===== config.mk =====
export PLATFORM = sky130hd
export DESIGN_NAME = scbs_ctrl
export DESIGN_NICKNAME = d
export VERILOG_FILES = /design/src/rtl/scbs_pkg.sv /design/src/rtl/scbs_ctrl.sv
export SDC_FILE = /design/constraint.sdc
export NUM_CORES = 1
export LEC_CHECK = 0
export BUFFER_PORTS_ARGS = -buffer_cell sky130_fd_sc_hd__buf_2
export CORE_AREA = 4 4 41 43
export DETAILED_ROUTE_END_ITERATION = 12
export DIE_AREA = 0 0 45 47
export GPL_TIMING_DRIVEN = 0
export HOLD_SLACK_MARGIN = 0.1
export SYNTH_ARGS = -nofsm -noshare
export SYNTH_HDL_FRONTEND = slang
export SYNTH_SLANG_ARGS = --single-unit

===== constraint.sdc =====
create_clock -name clk -period 1.56 [get_ports clk]
set_clock_uncertainty 0.15 [all_clocks]
set_input_delay 0 -clock clk [delete_from_list [all_inputs] [get_ports clk]]
set_output_delay 0 -clock clk [all_outputs]
set_load 0.01 [all_outputs]

===== src/rtl/scbs_pkg.sv =====
package scbs_pkg;

    localparam int MAX_WIDTH_DEF  = 512;
    localparam int MAX_HEIGHT_DEF = 512;
    localparam int SAMPLES_DEF    = 20;

    localparam int CFG_IDX_W = 3;
    localparam int CFG_DAT_W = 16;

    localparam logic [CFG_IDX_W-1:0] REG_SAMPLE_COUNT    = 3'd0;
    localparam logic [CFG_IDX_W-1:0] REG_MATCH_THRESHOLD = 3'd1;
    localparam logic [CFG_IDX_W-1:0] REG_MATCHES_NEEDED  = 3'd2;
    localparam logic [CFG_IDX_W-1:0] REG_UPDATE_FACTOR   = 3'd3;
    localparam logic [CFG_IDX_W-1:0] REG_SEG_COLOURS     = 3'd4;
    localparam logic [CFG_IDX_W-1:0] REG_FRAME_WIDTH     = 3'd5;
    localparam logic [CFG_IDX_W-1:0] REG_FRAME_HEIGHT    = 3'd6;
    localparam logic [CFG_IDX_W-1:0] REG_THREE_CHANNEL   = 3'd7;

    localparam logic FUNC_CLASSIFY = 1'b0;
    localparam logic FUNC_LOAD     = 1'b1;

    typedef enum logic [2:0] {
        ST_IDLE,
        ST_PREP,
        ST_DIV,
        ST_SCAN,
        ST_WRITE_OWN,
        ST_WRITE_NBR,
        ST_DONE
    } state_t;

    // Commands from the controller to the datapath.
    typedef struct packed {
        logic capture;
        logic prep;
        logic div_start;
        logic scan_start;
        logic scan_step;
        logic write_load;
        logic write_own;
        logic write_nbr;
        logic finish;
    } cmd_t;

    // Status from the datapath to the controller.
    typedef struct packed {
        logic is_load;
        logic div_done;
        logic scan_done;
        logic do_update;
    } status_t;

endpackage


===== src/rtl/scbs_ctrl.sv =====
module scbs_ctrl
(
    input  logic              clk,
    input  logic              rst_n,
    input  logic              in_fire,
    input  logic              out_free,
    input  scbs_pkg::status_t status,
    output scbs_pkg::cmd_t    cmd,
    output logic              busy
);

    scbs_pkg::state_t state_reg;
    scbs_pkg::state_t state_next;

    always_ff @(posedge clk or negedge rst_n)
    begin
        if (!rst_n)
        begin
            state_reg <= scbs_pkg::ST_IDLE;
        end
        else
        begin
            state_reg <= state_next;
        end
    end

    always_comb
    begin
        state_next = state_reg;
        unique case (state_reg)
            scbs_pkg::ST_IDLE:
            begin
                if (in_fire)
                begin
                    state_next = scbs_pkg::ST_PREP;
                end
            end
            scbs_pkg::ST_PREP:
            begin
                // The item holds here until the previous result has left.
                if (out_free)
                begin
                    if (status.is_load)
                    begin
                        state_next = scbs_pkg::ST_WRITE_OWN;
                    end
                    else
                    begin
                        state_next = scbs_pkg::ST_DIV;
                    end
                end
            end
            scbs_pkg::ST_DIV:
            begin
                if (status.div_done)
                begin
                    state_next = scbs_pkg::ST_SCAN;
                end
            end
            scbs_pkg::ST_SCAN:
            begin
                if (status.scan_done)
                begin
                    if (status.do_update)
                    begin
                        state_next = scbs_pkg::ST_WRITE_OWN;
                    end
                    else
                    begin
                        state_next = scbs_pkg::ST_DONE;
                    end
                end
            end
            scbs_pkg::ST_WRITE_OWN:
            begin
                if (status.is_load)
                begin
                    state_next = scbs_pkg::ST_DONE;
                end
                else
                begin
                    state_next = scbs_pkg::ST_WRITE_NBR;
                end
            end
            scbs_pkg::ST_WRITE_NBR:
            begin
                state_next = scbs_pkg::ST_DONE;
            end
            scbs_pkg::ST_DONE:
            begin
                state_next = scbs_pkg::ST_IDLE;
            end
            default:
            begin
                state_next = scbs_pkg::ST_IDLE;
            end
        endcase
    end

    always_comb
    begin
        cmd        = '0;
        busy       = 1'b1;
        unique case (state_reg)
            scbs_pkg::ST_IDLE:
            begin
                busy        = 1'b0;
                cmd.capture = in_fire;
            end
            scbs_pkg::ST_PREP:
            begin
                cmd.prep       = 1'b1;
                cmd.div_start  = !status.is_load;
            end
            scbs_pkg::ST_DIV:
            begin
                cmd.scan_start = status.div_done;
            end
            scbs_pkg::ST_SCAN:
            begin
                cmd.scan_step = 1'b1;
            end
            scbs_pkg::ST_WRITE_OWN:
            begin
                cmd.write_load = status.is_load;
                cmd.write_own  = !status.is_load;
            end
            scbs_pkg::ST_WRITE_NBR:
            begin
                cmd.write_nbr = 1'b1;
            end
            scbs_pkg::ST_DONE:
            begin
                cmd.finish = 1'b1;
            end
            default:
            begin
                busy = 1'b1;
            end
        endcase
    end

endmodule


==> results of run 1 <==
-- cell usage after synthesis --
| library cell | instances | share of area |
|---|---|---|
| nor3_1 | 1 | 0.017 |
| and3_1 | 4 | 0.087 |
| o31ai_1 | 1 | 0.026 |
| or3_4 | 1 | 0.039 |
| and2_1 | 1 | 0.022 |
| nor4_1 | 1 | 0.022 |
| dfrtp_1 | 3 | 0.26 |
| a22oi_2 | 1 | 0.044 |
| and2_2 | 1 | 0.026 |
| buf_6 | 1 | 0.039 |
| a21oi_1 | 1 | 0.017 |
| nor3b_1 | 1 | 0.026 |
| a31oi_1 | 1 | 0.022 |
| nor2b_1 | 1 | 0.022 |
| inv_1 | 3 | 0.039 |
| nor2_1 | 4 | 0.052 |
| o21ai_0 | 2 | 0.035 |
| nand2_1 | 2 | 0.026 |
| buf_2 | 2 | 0.035 |
| mux2i_1 | 4 | 0.14 |
-- per-layer routing --
metal,wire [µm],vias up,track usage
met3,56,2,0.0230
met4,11,0,0.0877
met2,314,13,0.105
met1,354,152,0.0984
met5,0,-,0
li1,-,180,-
-- through the flow --
step / setup WS, ns / instance area [µm²]
2_1_floorplan: 0.355 / 287
6_report: 0.106 / 487
3_5_place_dp: 0.273 / 390
3_3_place_gp: 0.276 / 390
5_1_grt: 0.0520 / 487
4_1_cts: 0.0920 / 487
-- critical path, cell delays in order (launching register included) --
cell and delay, ns:
dfrtp_1 0.36, buf_6 0.14, or3_4 0.36, nor2_1 0.08
buf_2 0.13
-- where the power goes --
group          switching (µW)  internal, µW
Combinational             280           258
Clock                    43.5          96.1
Sequential               25.4           117
Total                     349           471
-- what timing repair did --
item,in CTS,in global routing
hold buffers,7,0
gates resized for setup,0,0
endpoints found under the hold margin,6,0
-- cell usage in the layout, fill, tap and decap left out --
| master | count |
|---|---|
| mux2i_1 | 4 |
| buf_6 | 1 |
| a22oi_2 | 1 |
| a31oi_1 | 1 |
| clkbuf_1 | 1 |
| and3_1 | 4 |
| buf_2 | 19 |
| nor2_1 | 4 |
| and2_1 | 1 |
| nor3_1 | 1 |
| a21oi_1 | 1 |
| clkbuf_4 | 3 |
| nand2_1 | 2 |
| nor4_1 | 1 |
| dlygate4sd3_1 | 7 |
| and2_2 | 1 |
| or3_4 | 1 |
| inv_1 | 3 |
| nor2b_1 | 1 |
| dfrtp_1 | 3 |
| o31ai_1 | 1 |
| o21ai_0 | 2 |
| nor3b_1 | 1 |
-- cells by family (layout without fill, tap and decap cells) --
logic type      Yosys count  after routing  synth area share
buf+inv                   6             34             0.114
simple gates             17             17             0.341
compound gates            6              6             0.144
mux                       4              4             0.140
flops                     3              3             0.262
-- path summary, 6_finish.rpt --
check,to,slack [ns]
setup / recovery,cmd[8],0.11
hold / removal,state_reg[0]$_DFFE_PN0P_,0.13
setup reg to reg,state_reg[0]$_DFFE_PN0P_,0.28
hold reg to reg,state_reg[1]$_DFFE_PN0P_,0.56
max in group asynchronous,state_reg[1]$_DFFE_PN0P_,0.64
min in group asynchronous,state_reg[2]$_DFFE_PN0P_,0.48
-- area by class of cell --
type	instances	area, µm²
buffer	3	21.3
clock buffer	4	26.3
fill	152	815
inverter	3	11.3
multi-input combinational	27	179
sequential	3	75.1
tap	15	18.8
timing repair buffer	24	155
==> flow_summary_export.csv, run 1 <==
group,metric,value,unit
die,die_width,45,µm
logic_synthesis,syn_area_per_cell,7.96,µm²
routing,via_count,347,
global_routing,gr-total-overflow,0,
min_path,min_path_type,"in -> reg",
routing,drtIter0Drc,1,
routing,antenna_left,0,
clock_tree,path_clk_slew,0.04,ns
timing,hold_viol,0,
clock_tree,postCtsSetupBuffers,0,
timing,fin_setup_tns,0,ns
global_routing,grt_max_degree,11,
logic_synthesis,syn-cell-area,287,µm²
min_path,min_from,"in_fire",
timing,max_freq,688,MHz
worst_setup_path,worstPathRequired,1.41,ns
clock_tree,clkSinkCount,3,
place,dp.cells,68,
routing,vias_per_cell,4.39,
clock_tree,cts_root_buf,"clkbuf_4",
worst_setup_path,r2r_cells,4,
clock_tree,cts_buffers,3,
timing,holdWs,0.132,ns
clock_tree,clk_latency,0.24,ns
finish,largest_reg_flops,3,
logic_synthesis,synthesis.nets,44,
place,gp_congestion,0.773,
timing,final-max-slew-violation-count,0,
routing,routed_wl,737,µm
worst_setup_path,cp-start-kind,"register",
timing,post-route-period-util,0.932,
clock_tree,htree_levels,1,
worst_setup_path,crit_type,"reg -> out",
die,die_h,47,µm
min_path,min_path_cells,4,
power_and_ir_drop,power.total,820,µW
routing,routedWlPerCell,9.33,µm
clock_tree,clk_path_buf_depth,2,
power_and_ir_drop,p_per_area,1680,nW/µm²
run,max_cap_viol_count,0,
logic_synthesis,yosysWarnings,0,
logic_synthesis,ys_seq_area_frac,0.262,
power_and_ir_drop,cellLeakagePower,0.000272,µW
die,dieArea,2120,µm²
timing,relSlewSlack,0.853,
power_and_ir_drop,ir_drop,0.000655,V
die,initial_core_util,0.220,
global_routing,grt_pass1_vias,298,
finish,fin_nets,73,
finish,drive_above_1_share,0.406,
place,port_buffers,17,
die,io_pins,18,
die,design.core.area,1300,µm²
worst_setup_path,r2r_start,"state_reg[0]$_DFFE_PN0P_",
logic_synthesis,ys_ff_latch,3,
finish,diodes,0,
worst_setup_path,worst_setup_path_end_kind,"output pin",
logic_synthesis,netlist_instances,36,
routing,drt_pass1_iterations,4,
timing,rsz0062_at_grt,"false",
outcome,outcome,"finished clean",
die,rows,13,
worst_setup_path,path_max_fanout,9,
global_routing,grt_use_total,0.0800,
timing,worstMarginPinSlew,0.218,ns
routing,post-route-drc-count,0,
global_routing,antenna_found_initial,0,
global_routing,grt_pass1_wl,1170,µm
finish,fin_cells,79,
finish,syn2layout_area_growth,69.9,%
logic_synthesis,ys_types,20,
timing,post-route-min-period,1.45,ns
finish,post-route-util,0.374,
timing,setup_viol,0,
worst_setup_path,startpoint,"state_reg[0]$_DFFE_PN0P_",
clock_tree,cts_tree,"yes",
worst_setup_path,arrival,1.30,ns
No activity file was read; power rests on OpenSTA's default activity.
==> run 2: changes to the inputs <==
- ABC_AREA: default -> 1
- CORE_AREA: 4 4 41 43 -> 2 2 39 41
- DIE_AREA: 0 0 45 47 -> 0 0 41 43
==> run 2 against run 1 <==
Effect of this change: global-route usage is 3.2 points higher; cell count increased by 24%; wire length rose by 16%; via count is 21% higher; critical path depth fell by 1; utilization is 1.1 points higher; die area decreased by 17%; critical path type unchanged; largest cell class unchanged.
==> flow_summary_export.csv, run 2 <==
group,metric,value,unit
logic_synthesis,synth_edf_count,0,
logic_synthesis,synthesis.nets,61,
min_path,hold-path-endpoint,"state_reg[0]$_DFFE_PN0P_",
worst_setup_path,worstPathRequired,1.41,ns
timing,relSlewSlack,0.828,
min_path,min_path_cells,3,
timing,fin_setup_tns,0,ns
timing,post-route-min-period,1.41,ns
routing,vias_per_cell,4.29,
global_routing,antenna_found_initial,0,
power_and_ir_drop,p_per_area,1600,nW/µm²
min_path,min_path_type,"reg -> reg",
timing,max_freq,710,MHz
global_routing,met1_usage,0.129,
finish,final_common_cell,"buf_2",
logic_synthesis,ys_seq_area_frac,0.234,
global_routing,use_met3,0.0471,
logic_synthesis,netlist_instances,53,
logic_synthesis,ys_ff_latch,3,
worst_setup_path,r2r_start,"state_reg[0]$_DFFE_PN0P_",
power_and_ir_drop,swShare,0.497,
logic_synthesis,yosysTopAreaCellShare,0.234,
power_and_ir_drop,ir_drop,0.000581,V
finish,stdcell_area,533,µm²
logic_synthesis,syn-cell-area,320,µm²
routing,antenna_left,0,
worst_setup_path,r2r_slack,0.23,ns
timing,setup_viol,0,
clock_tree,clk_path_buf_depth,2,
place,port_buffers,17,
power_and_ir_drop,pwr-share-seq,0.202,
routing,post-route-drc-count,0,
worst_setup_path,cp-start-kind,"register",
timing,post-route-period-util,0.903,
logic_synthesis,synth_ff_type,"dfrtp_1",
global_routing,gr-total-overflow,0,
clock_tree,htree_levels,1,
timing,hold_viol,0,
routing,routedWlPerCell,8.70,µm
min_path,min_from,"state_reg[0]$_DFFE_PN0P_",
place,gp_congestion,0.779,
logic_synthesis,synth.most_common_cell,"inv_1",
die,initial_core_util,0.231,
finish,diodes,0,
global_routing,grtUsageMet2,0.175,
logic_synthesis,synth_area_leader_cell,"dfrtp_1",
worst_setup_path,crit_type,"reg -> out",
power_and_ir_drop,p_switching,424,µW
routing,drt_pass1_iterations,4,
finish,largest_reg_flops,3,
clock_tree,cts_root_buf,"clkbuf_4",
finish,drive_above_1_share,0.402,
global_routing,grt_use_total,0.112,
logic_synthesis,ys_top_cells_by_area,"dfrtp_1 (23%), inv_1 (13%), nand2_1 (11%)",
place,hpwl,616,µm
worst_setup_path,worst_setup_path_end_kind,"output pin",
global_routing,grt_pass1_vias,346,
logic_synthesis,synth_common_cells,"inv_1 (11), nand2_1 (9), nor2_1 (5)",
global_routing,grt_max_degree,10,
worst_setup_path,path_max_fanout,7,
die,dieArea,1760,µm²
timing,rsz0062_at_grt,"false",
power_and_ir_drop,p_int,429,µW
run,max_cap_viol_count,0,
worst_setup_path,reg2reg_to,"state_reg[0]$_DFFE_PN0P_",
logic_synthesis,async_reset_ff_frac,1.00,
worst_setup_path,arrival,1.26,ns
clock_tree,cts_buffers,3,
clock_tree,path_clk_slew,0.04,ns
finish,fin_nets,91,
timing,final-max-slew-violation-count,0,
finish,layout_common_cells,"buf_2 (17), inv_1 (11), nand2_1 (9), dlygate4sd3_1 (8), nor2_1 (5)",
place,place_area,425,µm²
timing,worstMarginPinSlew,0.258,ns
finish,syn2layout_area_growth,66.4,%
die,die_width,41,µm
die,die_h,43,µm
power_and_ir_drop,pwr-share-clk,0.163,
die,design.core.area,1380,µm²
logic_synthesis,syn_area_per_cell,6.04,µm²
power_and_ir_drop,cellLeakagePower,0.000318,µW
global_routing,busiest_layer,"met2",
logic_synthesis,yosysWarnings,0,
routing,drtIter0Drc,10,
clock_tree,clkSinkCount,3,
routing,routed_wl,853,µm
clock_tree,cts_tree,"yes",
routing,via_count,420,
die,rows,14,
logic_synthesis,ys_types,16,
clock_tree,clk_latency,0.24,ns
die,io_pins,18,
outcome,outcome,"finished clean",
global_routing,grt_pass1_wl,1320,µm
power_and_ir_drop,p_comb_frac,0.635,
worst_setup_path,r2r_cells,7,
run 2: power by group through the flow:
stage / Combinational, µW / Clock (µW) / Sequential (µW)
after CTS: 546 / 146 / 169
after global placement: 523 / 0 / 168
after floorplan: 396 / 0 / 160
after detailed placement: 530 / 0 / 170
after global routing: 615 / 155 / 175
final: 542 / 139 / 172
run 2: cell families (layout without fill, tap and decap cells):
| group | Yosys count | after routing | share of synthesized area |
|---|---|---|---|
| simple gates | 30 | 30 | 0.488 |
| buf+inv | 15 | 44 | 0.199 |
| compound gates | 5 | 5 | 0.0781 |
| flops | 3 | 3 | 0.234 |
run 2: metal layers:
layer  up-vias  share of wire
met2        11           0.50
met4         0         0.0094
li1        223              -
met1       184           0.44
met3         2          0.042
met5         -              0
run 2: layout make-up:
type	instances	area, µm²
clock buffer	4	26.3
inverter	14	52.6
multi-input combinational	35	181
fill	155	851
buffer	1	11.3
tap	16	20.0
timing repair buffer	25	165
sequential	3	76.3
run 2: metrics by stage:
stage	utilization	std cells	hold slack, ns	power, µW	worst slack, ns
floorplan	-	53	-0.446	555	0.340
CTS	0.384	98	0.484	861	0.100
global route	0.385	98	0.525	946	0.0630
finish	0.385	98	0.495	853	0.151
global placement	0.307	86	-0.354	691	0.260
detailed placement	0.307	86	-0.352	700	0.244
run 2: what timing repair did:
item                       in CTS  in global routing
resized for setup               0                  1
hold buffers                    8                  0
setup buffers                   0                  0
hold endpoints to repair        6                  0
setup endpoints to repair       0                  1
run 2: worst max path at each step:
stage                                        start                  endpoint  slack [ns]  cells past startpoint
after floorplan           state_reg[0]$_DFFE_PN0P_  state_reg[0]$_DFFE_PN0P_        0.34                      7
after global placement    state_reg[0]$_DFFE_PN0P_  state_reg[0]$_DFFE_PN0P_        0.26                      7
after detailed placement  state_reg[0]$_DFFE_PN0P_  state_reg[0]$_DFFE_PN0P_        0.24                      7
after CTS                 state_reg[2]$_DFFE_PN0P_                    cmd[3]        0.10                      5
after global routing      state_reg[2]$_DFFE_PN0P_                    cmd[3]        0.06                      5
final                     state_reg[1]$_DFFE_PN0P_                    cmd[5]        0.15                      3
run 2: critical path: stages (launching register included):
cell     delay (ns)
dfrtp_1        0.47
inv_2          0.12
nor4_1         0.25
buf_2          0.18
==> run 3: changes to the inputs <==
- ABC_AREA: 1 -> default
- BUFFER_PORTS_ARGS: -buffer_cell sky130_fd_sc_hd__buf_2 -> -buffer_cell sky130_fd_sc_hd__buf_4
==> run 3 against run 2 <==
Effect of this change: critical path type unchanged; utilization shrank 0.18 points; via count shrank 20%; non-clock buffer count grew 1; first-iteration DRC count shrank 100%; maximum frequency shrank 3.1%; wire length shrank 13%; sequential share of layout area shrank 0.17 points; sequential power shrank 16%.
==> flow_summary_export.csv, run 3 (same netlist as run 1, synthesis figures left out) <==
group,metric,value,unit
routing,antenna_left,0,
die,design.core.area,1380,µm²
power_and_ir_drop,pwr-share-clk,0.164,
finish,largest_reg_flops,3,
routing,vias_per_cell,4.23,
power_and_ir_drop,p_per_area,1650,nW/µm²
timing,post-route-period-util,0.932,
timing,final-max-slew-violation-count,0,
timing,rsz0062_at_grt,"false",
timing,post-route-min-period,1.45,ns
global_routing,grtUsageMet2,0.153,
global_routing,grt_max_degree,11,
worst_setup_path,r2r_slack,0.28,ns
die,die_width,41,µm
worst_setup_path,reg2reg_to,"state_reg[0]$_DFFE_PN0P_",
clock_tree,cts_resized,0,
die,initial_core_util,0.207,
die,dieArea,1760,µm²
min_path,min_path_type,"in -> reg",
timing,max_freq,688,MHz
worst_setup_path,worst_setup_path_end_kind,"output pin",
routing,drt_pass1_iterations,1,
finish,stdcell_area,531,µm²
routing,routed_wl,746,µm
worst_setup_path,cp-start-kind,"register",
clock_tree,postCtsSetupBuffers,0,
place,gp_congestion,0.793,
worst_setup_path,path_max_fanout,9,
clock_tree,clk_path_buf_depth,2,
clock_tree,clkSinkCount,3,
power_and_ir_drop,p_switching,357,µW
timing,fin_setup_tns,0,ns
min_path,min_path_cells,4,
worst_setup_path,r2r_start,"state_reg[0]$_DFFE_PN0P_",
routing,via_count,338,
timing,relSlewSlack,0.836,
finish,drive_above_1_share,0.406,
clock_tree,clk_latency,0.24,ns
die,io_pins,18,
global_routing,gr-total-overflow,0,
worst_setup_path,worstPathRequired,1.41,ns
finish,multi_input_area,179,µm²
place,port_buffers,17,
finish,fill_cells,146,
finish,seq_area,75.1,µm²
die,rows,14,
power_and_ir_drop,cellLeakagePower,0.000280,µW
global_routing,busiest_layer,"met2",
clock_tree,path_clk_slew,0.04,ns
timing,hold_viol,0,
global_routing,met1_usage,0.114,
worst_setup_path,arrival,1.30,ns
clock_tree,cts_buffers,3,
power_and_ir_drop,p_comb_frac,0.671,
finish,layout_common_cells,"buf_4 (17), dlygate4sd3_1 (7), nor2_1 (4), and3_1 (4), mux2i_1 (4)",
min_path,hold-path-endpoint,"state_reg[0]$_DFFE_PN0P_",
min_path,min_from,"in_fire",
routing,drtIter0Drc,0,
finish,final_common_cell,"buf_4",
routing,post-route-drc-count,0,
global_routing,use_met3,0.0314,
worst_setup_path,r2r_cells,4,
global_routing,grt_pass1_wl,1190,µm
power_and_ir_drop,ir_drop,0.000659,V
finish,diodes,0,
power_and_ir_drop,p_int,516,µW
outcome,outcome,"finished clean",
clock_tree,cts_tree,"yes",
clock_tree,ctsHoldBuffers,7,
clock_tree,cts_root_buf,"clkbuf_4",
global_routing,grt_use_total,0.109,
clock_tree,htree_levels,1,
timing,worstMarginPinSlew,0.244,ns
power_and_ir_drop,pwr-share-seq,0.165,
finish,fin_nets,73,
finish,syn2layout_area_growth,85.2,%
power_and_ir_drop,swShare,0.409,
global_routing,grt_pass1_vias,299,
timing,setup_viol,0,
die,die_h,43,µm
routing,routedWlPerCell,9.33,µm
global_routing,antenna_found_initial,0,
run,max_cap_viol_count,0,
place,place_area,434,µm²
worst_setup_path,crit_type,"reg -> out",
## run 3: through the flow
| stage | total power [µW] | util | instances | setup slack (ns) | hold WS (ns) |
|---|---|---|---|---|---|
| 3_5_place_dp | 717 | 0.314 | 69 | 0.274 | -0.360 |
| 2_1_floorplan | 533 | - | 36 | 0.355 | -0.446 |
| 6_report | 873 | 0.383 | 80 | 0.106 | 0.119 |
| 4_1_cts | 887 | 0.383 | 80 | 0.0919 | 0.119 |
| 5_1_grt | 953 | 0.383 | 80 | 0.0370 | 0.158 |
| 3_3_place_gp | 718 | 0.314 | 69 | 0.277 | -0.360 |
## run 3: worst max path at each step
| stage | start | endpoint | cells after the start |
|---|---|---|---|
| detailed placement | state_reg[0]$_DFFE_PN0P_ | state_reg[0]$_DFFE_PN0P_ | 4 |
| global route | state_reg[0]$_DFFE_PN0P_ | cmd[8] | 4 |
| floorplan | state_reg[0]$_DFFE_PN0P_ | state_reg[0]$_DFFE_PN0P_ | 4 |
| CTS | state_reg[0]$_DFFE_PN0P_ | cmd[8] | 4 |
| finish | state_reg[0]$_DFFE_PN0P_ | cmd[8] | 4 |
| global placement | state_reg[0]$_DFFE_PN0P_ | state_reg[0]$_DFFE_PN0P_ | 4 |
## run 3: layout make-up
class	instances	area share
Clock buffer	4	0.0495
Tap cell	16	0.0377
Timing Repair Buffer	24	0.373
Buffer	3	0.0401
Sequential cell	3	0.142
Inverter	3	0.0212
Multi-Input combinational cell	27	0.337
## run 3: worst max-delay path: stages (launching register included)
cell     delay, ns
dfrtp_1       0.36
buf_6         0.14
or3_4         0.36
nor2_1        0.09
buf_4         0.12
## run 3: power groups by stage
stage	registers, µW	logic [µW]	clock network, µW
6_report	144	586	143
3_3_place_gp	143	575	0
3_5_place_dp	144	573	0
5_1_grt	151	652	150
4_1_cts	143	592	152
2_1_floorplan	139	394	0
## run 3: per-layer routing
| layer | part of all wire | vias up |
|---|---|---|
| li1 | - | 182 |
| met2 | 0.51 | 11 |
| met4 | 0.034 | 0 |
| met5 | 0 | - |
| met1 | 0.40 | 143 |
| met3 | 0.056 | 2 |
